--- config.mk ---
export PLATFORM = sky130hd
export DESIGN_NAME = ultrasonic_echo_range_filter
export DESIGN_NICKNAME = d
export VERILOG_FILES = /design/src/hw/rtl/uerf_pkg.sv /design/src/hw/rtl/uerf_cell.sv /design/src/hw/rtl/ultrasonic_echo_range_filter.sv
export SDC_FILE = /design/constraint.sdc
export NUM_CORES = 2
export LEC_CHECK = 0
export BUFFER_PORTS_ARGS = -buffer_cell sky130_fd_sc_hd__clkbuf_2
export CAP_MARGIN = 20
export CORE_MARGIN = 10
export CORE_UTILIZATION = 32
export DETAILED_ROUTE_END_ITERATION = 6
export PLACE_DENSITY = 0.57
export SETUP_SLACK_MARGIN = 0.02
export SLEW_MARGIN = 20
export SYNTH_ARGS = -nofsm -noshare
export SYNTH_HDL_FRONTEND = slang
export SYNTH_SLANG_ARGS = --single-unit
--- constraint.sdc ---
create_clock -name clk -period 13.1 [get_ports clk]
set_input_delay 0.655 -clock clk [delete_from_list [all_inputs] [get_ports clk]]
set_output_delay 0.655 -clock clk [all_outputs]
set_load 0.05 [all_outputs]
--- src/hw/rtl/uerf_pkg.sv ---
// ----------------------------------------------------------------------------
// Ultrasonic echo range filter package
// Shared types and constants for the range filter and its sorting cells.
// ----------------------------------------------------------------------------
package uerf_pkg;

	localparam int unsigned DistW   = 16;
	localparam int unsigned KeyW    = DistW + 1;
	localparam logic [10:0] DistScale = 11'd1124;
	localparam logic [15:0] Sat16   = 16'hFFFF;

	// A sort key carries an empty mark above the distance, so empty slots sort last.
	typedef logic [KeyW-1:0] key_t;

	typedef struct packed {
		logic load;
		logic swap;
		logic phase;
		logic shift;
	} cell_ctrl_t;

	typedef enum logic [2:0] {
		REG_TRIGGER_PERIOD = 3'd0,
		REG_ECHO_TIMEOUT   = 3'd1,
		REG_MIN_DISTANCE   = 3'd2,
		REG_MAX_DISTANCE   = 3'd3,
		REG_MAX_JUMP       = 3'd4,
		REG_EMA_ALPHA      = 3'd5,
		REG_FRESH_WINDOW   = 3'd6,
		REG_MIN_STREAK     = 3'd7
	} reg_index_t;

	typedef enum logic [3:0] {
		ST_IDLE,
		ST_EVAL,
		ST_CHECK,
		ST_LOAD,
		ST_SORT,
		ST_SHIFT,
		ST_MEDIAN,
		ST_EMA1,
		ST_EMA2,
		ST_FINISH
	} state_t;

endpackage

--- src/hw/rtl/uerf_cell.sv ---
// ----------------------------------------------------------------------------
// Sorting cell
// One slot of the odd-even transposition sorter; also shifts towards cell 0.
// ----------------------------------------------------------------------------
module uerf_cell #(
	parameter bit ODD = 1'b0
) (
	input  logic                clk,
	input  uerf_pkg::cell_ctrl_t ctrl,
	input  uerf_pkg::key_t      load_key,
	input  uerf_pkg::key_t      left_key,
	input  uerf_pkg::key_t      right_key,
	output uerf_pkg::key_t      key
);
	import uerf_pkg::*;

	key_t key_q;
	logic pair_left;

	// In a given phase this cell is the lower slot of its pair when parities agree.
	assign pair_left = (ctrl.phase == ODD);
	assign key = key_q;

	always_ff @(posedge clk) begin
		if (ctrl.load) begin
			key_q <= load_key;
		end else if (ctrl.swap) begin
			if (pair_left) begin
				key_q <= (right_key < key_q) ? right_key : key_q;
			end else begin
				key_q <= (left_key > key_q) ? left_key : key_q;
			end
		end else if (ctrl.shift) begin
			key_q <= right_key;
		end
	end

endmodule

--- src/hw/rtl/ultrasonic_echo_range_filter.sv ---
// ----------------------------------------------------------------------------
// Ultrasonic echo range filter
// Trigger scheduling, echo timing, slew limit, median and EMA of range samples.
// ----------------------------------------------------------------------------
// Items arrive on the s_ channel: s_tuser is the kind (0 service tick, 1 echo
// edge), s_tdata carries the times and the echo level. Every item gives one
// result transaction on the m_ channel. Registers are written on the cfg_
// channel, which is always ready. The user must write them only while the
// block is idle; the block itself does not enforce it. An item is worked on
// alone. An edge, or a tick that takes no sample, goes from EVAL to FINISH,
// where its result enters the output register; a pulse that fails the
// distance check also passes through CHECK. A tick that takes a sample runs
// the window through the row of sorting cells: LOAD, the WINDOW transposition
// passes, the (fill-1)/2 shifts to cell 0, MEDIAN and, but for the first sample, EMA1 and EMA2.
// The next item is accepted in the cycle after the result reaches the output
// register, so a stalled receiver holds back at most one further item.
// Reset returns the cfg_ registers to their defaults and clears the tracking
// state; the history slots are only read once written.
// ----------------------------------------------------------------------------
module ultrasonic_echo_range_filter #(
	parameter int unsigned WINDOW = 5
) (
	input  logic         clk,
	input  logic         arst_n,
	input  logic         s_tvalid,
	output logic         s_tready,
	input  logic [71:0]  s_tdata,   // time_us[31:0], time_ms[63:32], echo_level[64]
	input  logic         s_tuser,   // cmd[0]
	output logic         m_tvalid,
	input  logic         m_tready,
	output logic [119:0] m_tdata,   // trigger[0], sample_taken[1], limited_distance[17:2],
	                                // filtered_distance[33:18], sample_held[34],
	                                // timeout_flag[35], fresh[36], good_run[52:37],
	                                // timeout_total[68:53], jump_count[84:69],
	                                // sample_age_ms[116:85]
	input  logic         cfg_valid,
	output logic         cfg_ready,
	input  logic [2:0]   cfg_index,
	input  logic [31:0]  cfg_data
);
	import uerf_pkg::*;

	localparam int unsigned FillW = $clog2(WINDOW + 1);
	localparam int unsigned CntW  = $clog2(WINDOW + 1);
	localparam logic [FillW-1:0] FillMax = FillW'(WINDOW);
	localparam logic [CntW-1:0]  PassLast = CntW'(WINDOW - 1);

	// Configuration
	logic [31:0] period_q;
	logic [15:0] echo_to_q, min_dist_q, max_dist_q, max_jump_q, fresh_win_q, min_streak_q;
	logic [8:0]  alpha_q;

	// Item
	logic        cmd_q, level_q;
	logic [31:0] now_us_q, now_ms_q;

	// Tracking state
	state_t      state_q, state_d;
	logic [31:0] trig_time_q, rise_time_q, pulse_width_q, last_ms_q;
	logic        once_q, waiting_q, armed_q, await_fall_q, pulse_rdy_q;
	logic        ema_valid_q, present_q, timed_out_q;
	logic [15:0] ema_q, last_dist_q, streak_q, timeouts_q, jumps_q;
	logic [FillW-1:0] fill_q;
	logic [DistW-1:0] hist_q [WINDOW];
	logic [42:0] prod_q;
	logic [CntW-1:0] cnt_q;
	logic [15:0] med_q;
	logic [24:0] p1_q;
	logic        trig_q, taken_q;

	// Output register
	logic         m_valid_q;
	logic [119:0] m_data_q;

	// Combinational
	logic [31:0] since_trig;
	logic        trig_now, bad_width, out_range, out_free;
	logic [15:0] dist_raw, dist_lim;
	logic [16:0] jump_up, jump_dn, mid_sum;
	logic        jump_hi, jump_lo;
	logic [8:0]  alpha_sat;
	logic [31:0] age;
	logic        fresh;
	cell_ctrl_t  cctrl;
	key_t        keys [WINDOW+1];

	assign cfg_ready = 1'b1;
	assign s_tready  = (state_q == ST_IDLE);
	assign m_tvalid  = m_valid_q;
	assign m_tdata   = m_data_q;
	assign out_free  = !m_valid_q || m_tready;

	assign since_trig = now_us_q - trig_time_q;
	assign trig_now   = !cmd_q && !waiting_q && (!once_q || since_trig >= period_q);
	assign bad_width  = (pulse_width_q == 32'd0) || (pulse_width_q >= {16'd0, echo_to_q});
	assign dist_raw   = prod_q[23:8];
	assign out_range  = (prod_q[42:24] != '0) || (dist_raw < min_dist_q)
		|| (dist_raw > max_dist_q);
	assign jump_up    = {1'b0, last_dist_q} + {1'b0, max_jump_q};
	assign jump_dn    = {1'b0, last_dist_q} - {1'b0, max_jump_q};
	assign jump_hi    = present_q && (dist_raw > last_dist_q)
		&& ((dist_raw - last_dist_q) > max_jump_q);
	assign jump_lo    = present_q && (dist_raw < last_dist_q)
		&& ((last_dist_q - dist_raw) > max_jump_q);
	assign dist_lim   = jump_hi ? jump_up[15:0] : (jump_lo ? jump_dn[15:0] : dist_raw);
	assign mid_sum    = {1'b0, keys[0][DistW-1:0]} + {1'b0, keys[1][DistW-1:0]};
	assign alpha_sat  = (alpha_q[8] && (alpha_q[7:0] != 8'd0)) ? 9'd256 : alpha_q;
	assign age        = present_q ? (now_ms_q - last_ms_q) : 32'hFFFF_FFFF;
	assign fresh      = present_q && (streak_q >= min_streak_q) && (age <= {16'd0, fresh_win_q});

	always_comb begin
		cctrl = '0;
		cctrl.load  = (state_q == ST_LOAD);
		cctrl.swap  = (state_q == ST_SORT);
		cctrl.phase = cnt_q[0];
		cctrl.shift = (state_q == ST_SHIFT) && (cnt_q != '0);
	end

	// Row of sorting cells; the slot beyond the last reads as empty.
	assign keys[WINDOW] = '1;
	for (genvar i = 0; i < WINDOW; i++) begin : g_cell
		key_t lkey, ld;
		if (i == 0) begin : g_first
			assign lkey = '0;
		end else begin : g_rest
			assign lkey = keys[i-1];
		end
		assign ld = (FillW'(i) < fill_q) ? {1'b0, hist_q[i]} : {1'b1, {DistW{1'b0}}};
		uerf_cell #(.ODD(1'(i % 2))) u_cell (
			.clk       (clk),
			.ctrl      (cctrl),
			.load_key  (ld),
			.left_key  (lkey),
			.right_key (keys[i+1]),
			.key       (keys[i])
		);
	end

	always_ff @(posedge clk or negedge arst_n) begin
		if (!arst_n) begin
			state_q <= ST_IDLE;
		end else begin
			state_q <= state_d;
		end
	end

	always_comb begin
		state_d = state_q;
		case (state_q)
			ST_IDLE:   if (s_tvalid) state_d = ST_EVAL;
			ST_EVAL: begin
				if (!cmd_q && !trig_now && pulse_rdy_q && !bad_width) state_d = ST_CHECK;
				else state_d = ST_FINISH;
			end
			ST_CHECK:  state_d = out_range ? ST_FINISH : ST_LOAD;
			ST_LOAD:   state_d = ST_SORT;
			ST_SORT:   if (cnt_q == PassLast) state_d = ST_SHIFT;
			ST_SHIFT:  if (cnt_q == '0) state_d = ST_MEDIAN;
			ST_MEDIAN: state_d = ema_valid_q ? ST_EMA1 : ST_FINISH;
			ST_EMA1:   state_d = ST_EMA2;
			ST_EMA2:   state_d = ST_FINISH;
			ST_FINISH: if (out_free) state_d = ST_IDLE;
			default:   state_d = ST_IDLE;
		endcase
	end

	// Item capture and working registers without reset
	always_ff @(posedge clk) begin
		if (s_tvalid && s_tready) begin
			cmd_q    <= s_tuser;
			now_us_q <= s_tdata[31:0];
			now_ms_q <= s_tdata[63:32];
			level_q  <= s_tdata[64];
		end
		if (state_q == ST_EVAL) prod_q <= pulse_width_q * {32'd0, DistScale};
		if (state_q == ST_CHECK && !out_range) begin
			hist_q[0] <= dist_lim;
			for (int i = 1; i < WINDOW; i++) hist_q[i] <= hist_q[i-1];
		end
		if (state_q == ST_MEDIAN) med_q <= fill_q[0] ? keys[0][DistW-1:0] : mid_sum[16:1];
		if (state_q == ST_EMA1) p1_q <= alpha_sat * {9'd0, med_q};
		if (state_q == ST_FINISH && out_free) begin
			m_data_q <= {3'd0, age, jumps_q, timeouts_q, streak_q, fresh, timed_out_q,
				present_q, ema_q, last_dist_q, taken_q, trig_q};
		end
	end

	always_ff @(posedge clk or negedge arst_n) begin
		if (!arst_n) begin
			period_q     <= 32'd60000;
			echo_to_q    <= 16'd30000;
			min_dist_q   <= 16'd512;
			max_dist_q   <= 16'd51200;
			max_jump_q   <= 16'd6400;
			alpha_q      <= 9'd77;
			fresh_win_q  <= 16'd100;
			min_streak_q <= 16'd2;
		end else if (cfg_valid && cfg_ready) begin
			case (reg_index_t'(cfg_index))
				REG_TRIGGER_PERIOD: period_q     <= cfg_data;
				REG_ECHO_TIMEOUT:   echo_to_q    <= cfg_data[15:0];
				REG_MIN_DISTANCE:   min_dist_q   <= cfg_data[15:0];
				REG_MAX_DISTANCE:   max_dist_q   <= cfg_data[15:0];
				REG_MAX_JUMP:       max_jump_q   <= cfg_data[15:0];
				REG_EMA_ALPHA:      alpha_q      <= cfg_data[8:0];
				REG_FRESH_WINDOW:   fresh_win_q  <= cfg_data[15:0];
				REG_MIN_STREAK:     min_streak_q <= cfg_data[15:0];
				default: ;
			endcase
		end
	end

	always_ff @(posedge clk or negedge arst_n) begin
		if (!arst_n) begin
			trig_time_q <= '0; rise_time_q <= '0; pulse_width_q <= '0; last_ms_q <= '0;
			once_q <= 1'b0; waiting_q <= 1'b0; armed_q <= 1'b0; await_fall_q <= 1'b0;
			pulse_rdy_q <= 1'b0; ema_valid_q <= 1'b0; present_q <= 1'b0;
			timed_out_q <= 1'b0; ema_q <= '0; last_dist_q <= '0; streak_q <= '0;
			timeouts_q <= '0; jumps_q <= '0; fill_q <= '0; cnt_q <= '0;
			trig_q <= 1'b0; taken_q <= 1'b0; m_valid_q <= 1'b0;
		end else begin
			case (state_q)
				ST_EVAL: begin
					trig_q  <= trig_now;
					taken_q <= 1'b0;
					if (cmd_q) begin
						if (armed_q) begin
							if (level_q) begin
								rise_time_q  <= now_us_q;
								await_fall_q <= 1'b1;
							end else if (await_fall_q) begin
								pulse_width_q <= now_us_q - rise_time_q;
								pulse_rdy_q   <= 1'b1;
								await_fall_q  <= 1'b0;
								armed_q       <= 1'b0;
							end
						end
					end else if (trig_now) begin
						armed_q      <= 1'b1;
						await_fall_q <= 1'b0;
						pulse_rdy_q  <= 1'b0;
						trig_time_q  <= now_us_q;
						once_q       <= 1'b1;
						waiting_q    <= 1'b1;
					end else if (pulse_rdy_q) begin
						pulse_rdy_q <= 1'b0;
						waiting_q   <= 1'b0;
						if (bad_width) begin
							timed_out_q <= 1'b1;
							if (timeouts_q != Sat16) timeouts_q <= timeouts_q + 16'd1;
						end
					end else if (waiting_q && since_trig > {16'd0, echo_to_q}) begin
						waiting_q    <= 1'b0;
						armed_q      <= 1'b0;
						await_fall_q <= 1'b0;
						timed_out_q  <= 1'b1;
						if (timeouts_q != Sat16) timeouts_q <= timeouts_q + 16'd1;
					end
				end
				ST_CHECK: begin
					if (out_range) begin
						timed_out_q <= 1'b1;
						if (timeouts_q != Sat16) timeouts_q <= timeouts_q + 16'd1;
					end else begin
						if ((jump_hi || jump_lo) && jumps_q != Sat16) jumps_q <= jumps_q + 16'd1;
						last_dist_q <= dist_lim;
						if (fill_q != FillMax) fill_q <= fill_q + 1'b1;
						present_q   <= 1'b1;
						timed_out_q <= 1'b0;
						if (streak_q != Sat16) streak_q <= streak_q + 16'd1;
						last_ms_q   <= now_ms_q;
						taken_q     <= 1'b1;
					end
				end
				ST_LOAD: cnt_q <= '0;
				ST_SORT: begin
					if (cnt_q == PassLast) cnt_q <= CntW'((fill_q - 1'b1) >> 1);
					else cnt_q <= cnt_q + 1'b1;
				end
				ST_SHIFT: if (cnt_q != '0) cnt_q <= cnt_q - 1'b1;
				ST_MEDIAN: begin
					if (!ema_valid_q) begin
						ema_q       <= fill_q[0] ? keys[0][DistW-1:0] : mid_sum[16:1];
						ema_valid_q <= 1'b1;
					end
				end
				ST_EMA2: begin
					ema_q <= 16'((25'(p1_q) + (25'(9'd256 - alpha_sat) * 25'(ema_q)) + 25'd128) >> 8);
				end
				default: ;
			endcase
			if (state_q == ST_FINISH && out_free) m_valid_q <= 1'b1;
			else if (m_tready) m_valid_q <= 1'b0;
		end
	end

	a_fill_bound: assert property (@(posedge clk) disable iff (!arst_n) fill_q <= FillMax)
		else $error("history fill count beyond window");
	a_taken_has: assert property (@(posedge clk) disable iff (!arst_n)
		m_valid_q |-> (!m_data_q[1] || m_data_q[34]))
		else $error("sample taken without sample present");
	a_trig_excl: assert property (@(posedge clk) disable iff (!arst_n)
		m_valid_q |-> !(m_data_q[0] && m_data_q[1]))
		else $error("trigger and sample in the same result");
	a_rdy_fall: assert property (@(posedge clk) disable iff (!arst_n)
		(s_tvalid && s_tready) |=> !s_tready)
		else $error("second item taken while one is in work");

endmodule
==> flow_summary.toml <==
[run_status]
status = "finished clean"

[detailed_routing]
routed_wl_mm = 152
first_pass_iters = 5
ant_nets = 0
drc = 0
vias_per_cell = 4.87
routedWlPerCell_um = 18.3
drt_iter0_markers = 2467
vias = 40476

[clock_tree]
cts_hold_buf = 0
htree_levels = 3
cts_buffer_depth = 3
post_cts_buffers = 0
clk_pin_slew_ns = 0.06
cts_resized = 0
clock_latency_ns = 0.72
clock-root-buffer = "clkbuf_16"
cts_buffers = 95
cts.sinks = 789
cts_tree = "done"

[pwr]
ir_drop_uv = 607
p_int_mw = 9.75
p_seq_frac = 0.209
pwr-share-comb = 0.642
powerDensity_mw_per_mm2 = 282
switchingPower_mw = 8.34
power.leakage_nw = 29.3
switching_share = 0.461
power_frac_clock = 0.149
p_total_mw = 18.1

[finish]
nets = 6948
fillers = 17692
syn_to_final_growth_pct = 12.5
multi_input_area_mm2 = 0.0313
register_area_mm2 = 0.0219
final_cell_area_mm2 = 0.0642
antenna_cells = 0
drive_gt1_frac = 0.104

[placement]
pre_cts_ws_ns = 3.22
place_congestion = 0.876
io_buffers = 224
hpwl_mm = 116
placed_area_mm2 = 0.0610

[floorplan]
io_pins = 236
rows = 154
initial_core_util = 0.323
die_area_mm2 = 0.196
coreArea_mm2 = 0.177
die_w_um = 442
die_height_um = 442

[grt]
antenna_found_initial = 13
grt_first_pass_wirelength_mm = 238
grt-ovfl-total = 0
grt_max_degree = 132
grt_usage = 0.153
grt_pass1_vias = 41115

[timing]
finalCriticalPeriod_ns = 9.99
maxSlewViolCount = 0
finalSetupTns_ns = 0
slew_headroom = 0.272
clock.fmax_mhz = 100
hold-worst-slack_ns = 0.0195
finalCritPeriodShare = 0.763
worst_pin_slew_ns = 1.09
worst_slack_ns = 3.11
rsz0062_at_grt = "no"
final_hold_viol_count = 0
finalSetupViolations = 0
fin_skew_ns = 0.0298

[logic_synthesis]
synth_edf_count = 423
syn_area_per_cell_um2 = 10.1
synthCells = 5672
async_flop_share = 0.464
synth_area_mm2 = 0.0571
yosys_register_bits = 789
ys.flop_type = "edfxtp_1"
synth_cell_types = 88
ys_seq_area_frac = 0.384
synth_warnings = 0

[critical_path]
endpoint_kind = "flip-flop"
crit_path_frequent_cell = "inv_1"
slowest_delay_ns = 0.78
arrival_ns = 10.58
crit_type = "reg2reg"
critPathRequiredTime_ns = 13.69
r2r_slack_ns = 3.11
cpMaxStageDelayCell = "xor2_2"
path_max_fanout = 16
start_kind = "flip-flop"
rr_worst_depth = 30

[run]
max_cap_violations = 0

[hold_path]
min_path_type = "in2async"
final timing paths:
check / start / end
max in group asynchronous: arst_n / last_ms_q[13]
hold reg to reg: hist_q[0][17] / hist_q[0][33]
hold / removal: arst_n / trig_time_q[28]
setup / recovery: alpha_q[1] / ema_q[14]
min in group clk: s_tdata[9] / now_us_q[9]
setup reg to reg: alpha_q[1] / ema_q[14]
power by group through the flow:
| stage | clock [mW] | combinational [mW] | sequential [mW] |
|---|---|---|---|
| final | 2.70 | 11.6 | 3.78 |
| after global routing | 2.87 | 13.4 | 3.84 |
| after global placement | 0 | 11.4 | 3.82 |
| after detailed placement | 0 | 11.6 | 3.83 |
| after floorplan | 0 | 9.01 | 3.86 |
| after CTS | 2.78 | 11.8 | 3.79 |
registers in the layout, indices dropped and copies added, names as in the netlist, 32 cells and up:
register	count
m_tdata	117
now_us_q	32
now_ms_q	32
hist_q	80
period_q	32
prod_q	35
pulse_width_q	32
rise_time_q	32
trig_time_q	32
last_ms_q	32
g_cell.u_cell.key	85
per-stage QoR:
stage          cells  utilization
2_1_floorplan   5689            -
3_3_place_gp    8128        0.345
3_5_place_dp    8129        0.345
4_1_cts         8307        0.363
5_1_grt         8308        0.363
6_report        8308        0.363
synth_stat cells (29+ instances only):
cell type    n  area (um^2)
dfrtp_1    337         8430
nand3_1     79          395
a21oi_1    260         1300
ha_1       654         8180
edfxtp_1   423        12700
xnor2_1    139         1220
a21o_1     131          983
o21a_1      54          405
nand2_1    594         2230
nor3_1      76          380
and3_1      33          206
mux2i_1     53          531
clkbuf_1   130          488
a22oi_1     29          218
nor2b_1     58          363
o21ai_0    382         1910
mux2_2     111         1250
nand2b_1    54          338
nor2_1     214          803
buf_1       36          135
xor2_1      87          762
nand4_1     57          357
fa_1       294         5890
and2_1      93          582
inv_1      896         3360
dfstp_2     29          762
critical path, delay by kind of cell (launching register included):
kind,cells,cell delay (ns)
compound gates,8,3.03
fa+ha+maj,7,2.97
simple gates,7,2.11
xor+xnor,2,0.96
flops,1,0.41
buf+inv,6,0.35
cells in the final DEF, fill, tap and decap left out, types with 16 or more instances in the layout:
master,n
clkbuf_2,223
o21bai_1,26
nand3_1,79
a21boi_0,16
nor4_1,23
clkbuf_16,97
mux2i_1,53
nor3_1,71
mux2_2,111
o211ai_1,21
clkinv_2,16
xnor2_1,138
nor2_1,208
nand2b_1,54
or3_1,24
buf_4,48
and3_1,32
inv_1,896
dfstp_2,29
xor2_1,85
a21oi_1,259
nand2_1,594
and2_1,90
clkbuf_1,21
a211oi_1,22
o21a_1,54
a21o_1,131
or2_2,18
nand4_1,57
a31oi_1,19
ha_1,654
fa_1,294
dfrtp_1,337
nor2b_1,55
edfxtp_1,423
o21ai_0,382
conb_1,19
a22oi_1,29
kinds of logic (layout without fill, tap and decap cells):
logic type	count (synthesis)	after routing	synth area share
other	2	19	0.000132
DFF	789	789	0.384
buffers and inverters	1073	1352	0.0711
and+or+nand+nor	1363	1363	0.112
xor gates and xnor gates	226	226	0.0347
AOI/OAI and AO/OA	1106	1106	0.120
muxes	165	165	0.0314
adders and majority gates	948	948	0.247
final cells by class:
type / count / area share
clock buffers: 128 / 0.0412
clock inverters: 50 / 0.00826
inverters: 899 / 0.0526
multi-input cells: 3827 / 0.487
flip-flops and latches: 789 / 0.341
well taps: 2340 / 0.0456
repair buffers: 275 / 0.0240
metal layers:
| layer | part of all wire | global-route usage | vias up |
|---|---|---|---|
| met5 | 0 | 0 | - |
| met4 | 0.036 | 0.0524 | 0 |
| met2 | 0.50 | 0.271 | 798 |
| met1 | 0.43 | 0.190 | 19796 |
| met3 | 0.040 | 0.0200 | 239 |
| li1 | - | - | 19643 |
No activity file was read; power rests on OpenSTA's default activity.
